[src/cde_pkg.sv]
// ----------------------------------------------------------------------------
// Circular deque package
// Shared widths, sizes and command codes of the circular deque unit.
// ----------------------------------------------------------------------------
package cde_pkg;

  localparam int unsigned DEPTH  = 64;
  localparam int unsigned PTR_W  = $clog2(DEPTH);
  localparam int unsigned CNT_W  = 7;
  localparam int unsigned DATA_W = 32;
  localparam int unsigned CMD_W  = 3;

  localparam logic [CNT_W-1:0] CAP_RESET = CNT_W'(DEPTH);

  localparam logic [CMD_W-1:0] CMD_INS_FRONT = 3'd0;
  localparam logic [CMD_W-1:0] CMD_INS_REAR  = 3'd1;
  localparam logic [CMD_W-1:0] CMD_DEL_FRONT = 3'd2;
  localparam logic [CMD_W-1:0] CMD_DEL_REAR  = 3'd3;
  localparam logic [CMD_W-1:0] CMD_PEEK      = 3'd4;

endpackage

[src/cde_ifs.sv]
// ----------------------------------------------------------------------------
// Circular deque channels
// Valid/ready channels for commands, results and the capacity register.
// ----------------------------------------------------------------------------
interface cde_req_if;
  logic                              valid;
  logic                              ready;
  logic [cde_pkg::CMD_W-1:0]         cmd;
  logic signed [cde_pkg::DATA_W-1:0] value;

  modport source (output valid, cmd, value, input ready);
  modport sink   (input valid, cmd, value, output ready);
endinterface

interface cde_rsp_if;
  logic                              valid;
  logic                              ready;
  logic                              ok;
  logic signed [cde_pkg::DATA_W-1:0] front_value;
  logic signed [cde_pkg::DATA_W-1:0] rear_value;
  logic                              is_empty;
  logic                              is_full;
  logic [cde_pkg::CNT_W-1:0]         occupancy;

  modport source (output valid, ok, front_value, rear_value, is_empty, is_full, occupancy,
                  input ready);
  modport sink   (input valid, ok, front_value, rear_value, is_empty, is_full, occupancy,
                  output ready);
endinterface

interface cde_cfg_if;
  logic                      valid;
  logic                      ready;
  logic [cde_pkg::CNT_W-1:0] data;

  modport source (output valid, data, input ready);
  modport sink   (input valid, data, output ready);
endinterface

[src/circular_deque_unit.sv]
// ----------------------------------------------------------------------------
// Circular deque unit
// Bounded double-ended queue of 32-bit words kept in a ring of RAM entries.
// Each word goes through update and write, then read, then the result register.
// No new word is taken until the last word's result has been registered.
// Reset empties the deque and sets the capacity to 64; no clearing pass runs.
// A capacity write empties the deque in the cycle it is taken.
// ----------------------------------------------------------------------------
module circular_deque_unit (
  input  logic      clk_i,
  input  logic      rst_ni,
  cde_req_if.sink   req_i,
  cde_rsp_if.source rsp_o,
  cde_cfg_if.sink   cfg_i
);

  import cde_pkg::*;

  localparam logic [1:0] ST_IDLE = 2'd0;
  localparam logic [1:0] ST_READ = 2'd1;
  localparam logic [1:0] ST_RESP = 2'd2;

  logic [1:0]        state_q, state_d;
  logic [CNT_W-1:0]  cap_q, cap_d;
  logic [PTR_W-1:0]  front_q, front_d;
  logic [PTR_W-1:0]  rear_q, rear_d;
  logic [CNT_W-1:0]  count_q, count_d;
  logic              ok_q, ok_d;
  logic              we;
  logic [PTR_W-1:0]  waddr;
  logic [DATA_W-1:0] front_rdata;
  logic [DATA_W-1:0] rear_rdata;
  logic              accept;
  logic              load_out;
  logic              out_valid_q;
  logic              out_ok_q;
  logic [DATA_W-1:0] out_front_q;
  logic [DATA_W-1:0] out_rear_q;
  logic              out_empty_q;
  logic              out_full_q;
  logic [CNT_W-1:0]  out_count_q;

  function automatic logic [PTR_W-1:0] ptr_inc(logic [PTR_W-1:0] p, logic [CNT_W-1:0] cap);
    logic [CNT_W-1:0] nxt;
    nxt = CNT_W'(p) + CNT_W'(1);
    return (nxt >= cap) ? '0 : nxt[PTR_W-1:0];
  endfunction

  function automatic logic [PTR_W-1:0] ptr_dec(logic [PTR_W-1:0] p, logic [CNT_W-1:0] cap);
    logic [CNT_W-1:0] last;
    last = cap - CNT_W'(1);
    return (p == '0 || CNT_W'(p) >= cap) ? last[PTR_W-1:0] : p - PTR_W'(1);
  endfunction

  function automatic logic [CNT_W-1:0] clamp_cap(logic [CNT_W-1:0] v);
    if (v == '0) begin
      return CNT_W'(1);
    end
    return (v > CAP_RESET) ? CAP_RESET : v;
  endfunction

  assign req_i.ready = (state_q == ST_IDLE) && !cfg_i.valid;
  assign accept      = req_i.valid && req_i.ready;
  assign cfg_i.ready = (state_q == ST_IDLE);
  assign load_out    = (state_q == ST_RESP) && (!out_valid_q || rsp_o.ready);

  always_comb begin
    cap_d   = cap_q;
    front_d = front_q;
    rear_d  = rear_q;
    count_d = count_q;
    ok_d    = ok_q;
    we      = 1'b0;
    waddr   = front_q;
    if (cfg_i.valid && cfg_i.ready) begin
      cap_d   = clamp_cap(cfg_i.data);
      front_d = '0;
      rear_d  = PTR_W'(cap_d - CNT_W'(1));
      count_d = '0;
    end else if (accept) begin
      ok_d = 1'b0;
      case (req_i.cmd)
        CMD_INS_FRONT: begin
          if (count_q < cap_q) begin
            front_d = ptr_dec(front_q, cap_q);
            waddr   = front_d;
            we      = 1'b1;
            count_d = count_q + CNT_W'(1);
            ok_d    = 1'b1;
          end
        end
        CMD_INS_REAR: begin
          if (count_q < cap_q) begin
            rear_d  = ptr_inc(rear_q, cap_q);
            waddr   = rear_d;
            we      = 1'b1;
            count_d = count_q + CNT_W'(1);
            ok_d    = 1'b1;
          end
        end
        CMD_DEL_FRONT: begin
          if (count_q != '0) begin
            front_d = ptr_inc(front_q, cap_q);
            count_d = count_q - CNT_W'(1);
            ok_d    = 1'b1;
          end
        end
        CMD_DEL_REAR: begin
          if (count_q != '0) begin
            rear_d  = ptr_dec(rear_q, cap_q);
            count_d = count_q - CNT_W'(1);
            ok_d    = 1'b1;
          end
        end
        CMD_PEEK: begin
          ok_d = (count_q != '0);
        end
        default: begin
          ok_d = 1'b0;
        end
      endcase
    end
  end

  always_comb begin
    state_d = state_q;
    case (state_q)
      ST_IDLE: begin
        if (accept) begin
          state_d = ST_READ;
        end
      end
      ST_READ: begin
        state_d = ST_RESP;
      end
      ST_RESP: begin
        if (load_out) begin
          state_d = ST_IDLE;
        end
      end
      default: begin
        state_d = ST_IDLE;
      end
    endcase
  end

  always_ff @(posedge clk_i or negedge rst_ni) begin
    if (!rst_ni) begin
      state_q     <= ST_IDLE;
      cap_q       <= CAP_RESET;
      front_q     <= '0;
      rear_q      <= PTR_W'(CAP_RESET - CNT_W'(1));
      count_q     <= '0;
      ok_q        <= 1'b0;
      out_valid_q <= 1'b0;
    end else begin
      state_q <= state_d;
      cap_q   <= cap_d;
      front_q <= front_d;
      rear_q  <= rear_d;
      count_q <= count_d;
      ok_q    <= ok_d;
      if (load_out) begin
        out_valid_q <= 1'b1;
      end else if (rsp_o.ready) begin
        out_valid_q <= 1'b0;
      end
    end
  end

  always_ff @(posedge clk_i) begin
    if (load_out) begin
      out_ok_q    <= ok_q;
      out_front_q <= (count_q == '0) ? '1 : front_rdata;
      out_rear_q  <= (count_q == '0) ? '1 : rear_rdata;
      out_empty_q <= (count_q == '0);
      out_full_q  <= (count_q == cap_q);
      out_count_q <= count_q;
    end
  end

  cde_ram #(
    .WIDTH (DATA_W),
    .DEPTH (DEPTH)
  ) u_front_ram (
    .clk_i   (clk_i),
    .we_i    (we),
    .waddr_i (waddr),
    .wdata_i (req_i.value),
    .re_i    (state_q == ST_READ),
    .raddr_i (front_q),
    .rdata_o (front_rdata)
  );

  cde_ram #(
    .WIDTH (DATA_W),
    .DEPTH (DEPTH)
  ) u_rear_ram (
    .clk_i   (clk_i),
    .we_i    (we),
    .waddr_i (waddr),
    .wdata_i (req_i.value),
    .re_i    (state_q == ST_READ),
    .raddr_i (rear_q),
    .rdata_o (rear_rdata)
  );

  assign rsp_o.valid       = out_valid_q;
  assign rsp_o.ok          = out_ok_q;
  assign rsp_o.front_value = out_front_q;
  assign rsp_o.rear_value  = out_rear_q;
  assign rsp_o.is_empty    = out_empty_q;
  assign rsp_o.is_full     = out_full_q;
  assign rsp_o.occupancy   = out_count_q;

endmodule

[src/cde_ram.sv]
// ----------------------------------------------------------------------------
// Generic RAM
// One write port and one read port with a registered read.
// ----------------------------------------------------------------------------
module cde_ram #(
  parameter int unsigned WIDTH = 32,
  parameter int unsigned DEPTH = 64
) (
  input  logic                                        clk_i,
  input  logic                                        we_i,
  input  logic [((DEPTH > 1) ? $clog2(DEPTH) : 1)-1:0] waddr_i,
  input  logic [WIDTH-1:0]                            wdata_i,
  input  logic                                        re_i,
  input  logic [((DEPTH > 1) ? $clog2(DEPTH) : 1)-1:0] raddr_i,
  output logic [WIDTH-1:0]                            rdata_o
);

  logic [WIDTH-1:0] mem [DEPTH];
  logic [WIDTH-1:0] rdata_q;

  always_ff @(posedge clk_i) begin
    if (we_i) begin
      mem[waddr_i] <= wdata_i;
    end
    if (re_i) begin
      rdata_q <= mem[raddr_i];
    end
  end

  assign rdata_o = rdata_q;

endmodule

[src/flat_wrapper.sv]
// flat-port wrapper written by rule: the top's interface ports become plain ports
module circular_deque_unit_flat import cde_pkg::*;
  (clk_i, rst_ni, req_i_valid, req_i_cmd, req_i_value, req_i_ready, rsp_o_valid, rsp_o_ok, rsp_o_front_value, rsp_o_rear_value, rsp_o_is_empty, rsp_o_is_full, rsp_o_occupancy, rsp_o_ready, cfg_i_valid, cfg_i_data, cfg_i_ready);
  cde_req_if req_i_i ();
  cde_rsp_if rsp_o_i ();
  cde_cfg_if cfg_i_i ();
  input  logic clk_i;
  input  logic rst_ni;
  input wire logic [$bits(req_i_i.valid)-1:0] req_i_valid;
  input wire logic [$bits(req_i_i.cmd)-1:0] req_i_cmd;
  input wire logic [$bits(req_i_i.value)-1:0] req_i_value;
  output wire logic [$bits(req_i_i.ready)-1:0] req_i_ready;
  output wire logic [$bits(rsp_o_i.valid)-1:0] rsp_o_valid;
  output wire logic [$bits(rsp_o_i.ok)-1:0] rsp_o_ok;
  output wire logic [$bits(rsp_o_i.front_value)-1:0] rsp_o_front_value;
  output wire logic [$bits(rsp_o_i.rear_value)-1:0] rsp_o_rear_value;
  output wire logic [$bits(rsp_o_i.is_empty)-1:0] rsp_o_is_empty;
  output wire logic [$bits(rsp_o_i.is_full)-1:0] rsp_o_is_full;
  output wire logic [$bits(rsp_o_i.occupancy)-1:0] rsp_o_occupancy;
  input wire logic [$bits(rsp_o_i.ready)-1:0] rsp_o_ready;
  input wire logic [$bits(cfg_i_i.valid)-1:0] cfg_i_valid;
  input wire logic [$bits(cfg_i_i.data)-1:0] cfg_i_data;
  output wire logic [$bits(cfg_i_i.ready)-1:0] cfg_i_ready;
  assign req_i_i.valid = req_i_valid;
  assign req_i_i.cmd = req_i_cmd;
  assign req_i_i.value = req_i_value;
  assign req_i_ready = req_i_i.ready;
  assign rsp_o_valid = rsp_o_i.valid;
  assign rsp_o_ok = rsp_o_i.ok;
  assign rsp_o_front_value = rsp_o_i.front_value;
  assign rsp_o_rear_value = rsp_o_i.rear_value;
  assign rsp_o_is_empty = rsp_o_i.is_empty;
  assign rsp_o_is_full = rsp_o_i.is_full;
  assign rsp_o_occupancy = rsp_o_i.occupancy;
  assign rsp_o_i.ready = rsp_o_ready;
  assign cfg_i_i.valid = cfg_i_valid;
  assign cfg_i_i.data = cfg_i_data;
  assign cfg_i_ready = cfg_i_i.ready;
  circular_deque_unit u_core (.clk_i(clk_i), .rst_ni(rst_ni), .req_i(req_i_i), .rsp_o(rsp_o_i), .cfg_i(cfg_i_i));
endmodule
[config.mk]
export PLATFORM = sky130hd
export DESIGN_NAME = circular_deque_unit_flat
export DESIGN_NICKNAME = d
export VERILOG_FILES = /design/src/cde_pkg.sv /design/src/cde_ifs.sv /design/src/circular_deque_unit.sv /design/src/cde_ram.sv /design/src/flat_wrapper.sv
export SDC_FILE = /design/constraint.sdc
export NUM_CORES = 2
export LEC_CHECK = 0
export ABC_AREA = 1
export BUFFER_PORTS_ARGS = -buffer_cell sky130_fd_sc_hd__buf_2
export CORE_AREA = 10 10 667 669
export DETAILED_ROUTE_END_ITERATION = 6
export DIE_AREA = 0 0 677 679
export SYNTH_ARGS = -nofsm -noshare
export SYNTH_HDL_FRONTEND = slang
export SYNTH_SLANG_ARGS = --single-unit
[constraint.sdc]
create_clock -name clk_i -period 4.37 [get_ports clk_i]
set_input_delay 0.2185 -clock clk_i [delete_from_list [all_inputs] [get_ports clk_i]]
set_output_delay 0.2185 -clock clk_i [all_outputs]
set_load 0.02 [all_outputs]
==> impl_metrics.yaml <==
status:
  status: "finished clean"
clock_network:
  clock-root-buffer: "clkbuf_16"
  cts_buffer_depth: 4
  clock_latency_ns: 0.97
  cts_buffers: 239
  cts_tree: "built"
  htree_levels: 4
  path_clk_slew_ns: 0.06
  clock_sinks: 2216
floorplanning:
  pin_count: 124
  die_x_um: 677
  die_area_um2: 460000
  initial_core_util: 0.249
  coreArea_um2: 431000
  row_count: 241
  die_y_um: 679
global_route:
  grt_antenna_before_repair: 48
  grt_use_total: 0.169
  overflow: 0
  grt_pass1_vias: 80300
  grt_pass1_wl_um: 582000
  grt_max_degree: 233
synthesis:
  syn_area_um2: 107000
  ys_seq_elements: 2216
  synthArstFlopShare: 0.0135
  synth_cell_types: 56
  syn-num-nets: 10800
  synthTopCellsByArea: "edfxtp_1 (61%), o21ai_0 (10%), a21oi_1 (5.6%)"
  avgSynthCellArea_um2: 10.0
  yosysWarnings: 0
  syn-instance-count: 10700
  netlist.area_leader.share: 0.612
  yosys.area.top_type: "edfxtp_1"
  synth_edf_count: 2186
  synth_ff_type: "edfxtp_1"
  ys_seq_area_frac: 0.619
finish:
  fill_cells: 44200
  final_area_um2: 125000
  multi_input_area_um2: 34800
  drive_gt1_frac: 0.0995
  seqCellArea_um2: 66400
  final_common_cell: "edfxtp_1"
  fin_nets: 10700
  final_cell_mix: "edfxtp_1 (2,186), o21ai_0 (2,151), a21oi_1 (1,211)"
  final_core_util: 0.291
  area_delta_synth_final_pct: 16.7
detailed_routing:
  post_drt_via_cell_ratio: 5.33
  ant_nets: 0
  drc: 0
  wl_per_cell_um: 24.8
  dr.pass1.iters: 7
  vias: 88400
  drtIter0Drc: 14000
  drt-total-wl_um: 412000
timing:
  fin_crit_sh: 0.970
  relSlewSlack: 0.207
  finalCriticalPeriod_ns: 4.24
  fin_skew_ns: 0.0802
  setup_viol: 0
  tightest_slew_ns: 1.19
  maxClockFrequency_mhz: 236
  slew_viol_final: 0
  timing.hold.ws_ns: 0.107
  hold_violations: 0
power:
  clkPwrFrac: 0.299
  netSwitchingFraction: 0.393
  pwr-share-seq: 0.345
  intPower_mw: 42.5
  powerDensity_nw_per_um2: 558
  p_sw_mw: 27.5
  p_leak_nw: 41.6
  p_comb_frac: 0.356
  max-vdd-ir-drop_uv: 689
placement:
  port_buffers: 123
  gp_congestion: 0.906
  placed_area_um2: 116000
  dpl.hpwl_um: 249000
worst_setup_path:
  required_ns: 4.96
  critPathLaunchType: "register"
  worstSetupEndpointType: "register"
  path_class: "register to register"
  crit_fanout: 20
  arrival_ns: 4.83
min_path:
  min-delay-path-class: "primary input to register"
job:
  drv_cap: 0
-- through the flow --
stage	cells	worst slack [ns]	power, mW	setup TNS [ns]
2_1_floorplan	10700	-0.476	38.5	-839.88
3_3_place_gp	16100	0.0299	48.5	0
3_5_place_dp	16100	0.134	48.5	0
4_1_cts	16600	0.0527	69.3	0
5_1_grt	16600	-0.00539	72.4	-0.0234
6_report	16600	0.129	69.9	0
-- sequential cells by signal, summed over array words and instances, names as in the netlist, 7 cells and up --
register / flops
u_core.u_rear_ram.rdata_o: 32
u_core.cap_q: 7
u_core.u_front_ram.mem: 32
u_core.u_rear_ram.mem: 2016
u_core.count_q: 7
u_core.rsp_o.front_value: 32
u_core.rsp_o.occupancy: 7
u_core.u_front_ram.rdata_o: 32
u_core.rsp_o.rear_value: 32
-- synth_stat cells, types with 2 or more instances --
cell / n
a211oi_1: 17
a21oi_1: 1211
a221oi_1: 3
a22o_1: 29
a311oi_1: 2
a31oi_1: 15
and3_1: 2
buf_1: 143
buf_2: 234
buf_4: 4
clkbuf_1: 466
dfrtp_1: 23
dfstp_2: 7
edfxtp_1: 2186
ha_1: 46
inv_1: 849
inv_2: 13
nand2_1: 1151
nand2_2: 16
nand2_4: 2
nand3_1: 713
nand3_2: 2
nand3b_1: 2
nand4_1: 72
nand4_2: 4
nand4_4: 2
nor2_1: 599
nor2_2: 2
nor2_4: 3
nor2_8: 2
nor3_1: 8
nor3b_1: 2
o2111ai_1: 6
o211ai_1: 547
o21a_1: 3
o21ai_0: 2152
o21ai_1: 2
o22ai_1: 44
o311ai_0: 7
o311ai_1: 2
o31ai_1: 9
or2_2: 64
xnor2_1: 2
xor2_1: 15
-- cell families after synthesis --
kind of cell | count (synthesis) | synth area share
xor gates and xnor gates | 17 | 0.00139
and+or+nand+nor | 2647 | 0.106
buffers and inverters | 1711 | 0.0628
adders and majority gates | 47 | 0.00555
DFF | 2216 | 0.619
AOI/OAI and AO/OA | 4057 | 0.205
-- what timing repair did --
item                        CTS  global route
hold buffers                 54             0
resized for setup             0            13
hold endpoints to repair   1052             0
setup buffers                 0            15
setup endpoints to repair     0           729
-- layout make-up --
cell class | count | share of cell area
sequential | 2216 | 0.530
timing repair buffer | 567 | 0.0444
clock buffer | 276 | 0.0489
antenna | 23 | 0.000460
inverter | 863 | 0.0261
multi-input combinational | 6768 | 0.278
tap | 5710 | 0.0570
clock inverter | 167 | 0.0149
-- worst paths after layout --
| path | slack, ns | depth (start not counted) | from | to |
|---|---|---|---|---|
| hold reg to reg | 0.47 | 1 | u_core.u_front_ram.rdata_o[4] | u_core.rsp_o.front_value[4] |
| setup / recovery | 0.13 | 16 | u_core.rear_q[0] | u_core.u_rear_ram.mem[29][22] |
| min in group asynchronous | 0.47 | 3 | rst_ni | u_core.cap_q[6] |
| max in group asynchronous | 3.68 | 4 | rst_ni | u_core.front_q[0] |
| hold / removal | 0.11 | 2 | req_i_value[14] | u_core.u_rear_ram.mem[59][14] |
| setup reg to reg | 0.13 | 16 | u_core.rear_q[0] | u_core.u_rear_ram.mem[29][22] |
-- power groups by stage --
stage	registers [mW]	logic [mW]	clock network [mW]
finish	24.1	24.9	20.9
global route	24.2	26.4	21.9
CTS	24.1	24.1	21.1
detailed placement	24.6	23.9	0
global placement	24.6	23.9	0
floorplan	24.4	14.1	0
-- critical path: stages (launching register included) --
cell	delay (ns)
dfstp_4	0.74
ha_1	0.23
nand3_1	0.13
xor2_1	0.18
inv_1	0.10
ha_1	0.31
a21oi_1	0.15
o21a_2	0.22
nand4_1	0.15
nand2_1	0.12
nand2_1	0.12
a21oi_4	0.27
buf_4	0.20
nand4_4	0.23
buf_12	0.24
nor2_4	0.17
buf_12	0.24
-- metal layers --
| metal | routed length, µm | track usage | vias up | share of wire |
|---|---|---|---|---|
| met2 | 176000 | 0.253 | 5751 | 0.43 |
| li1 | - | - | 38600 | - |
| met5 | 157 | 0 | - | 0.00038 |
| met3 | 49000 | 0.0384 | 1082 | 0.12 |
| met1 | 161000 | 0.226 | 42900 | 0.39 |
| met4 | 25500 | 0.0917 | 24 | 0.062 |
(Power assumes the default switching activity.)
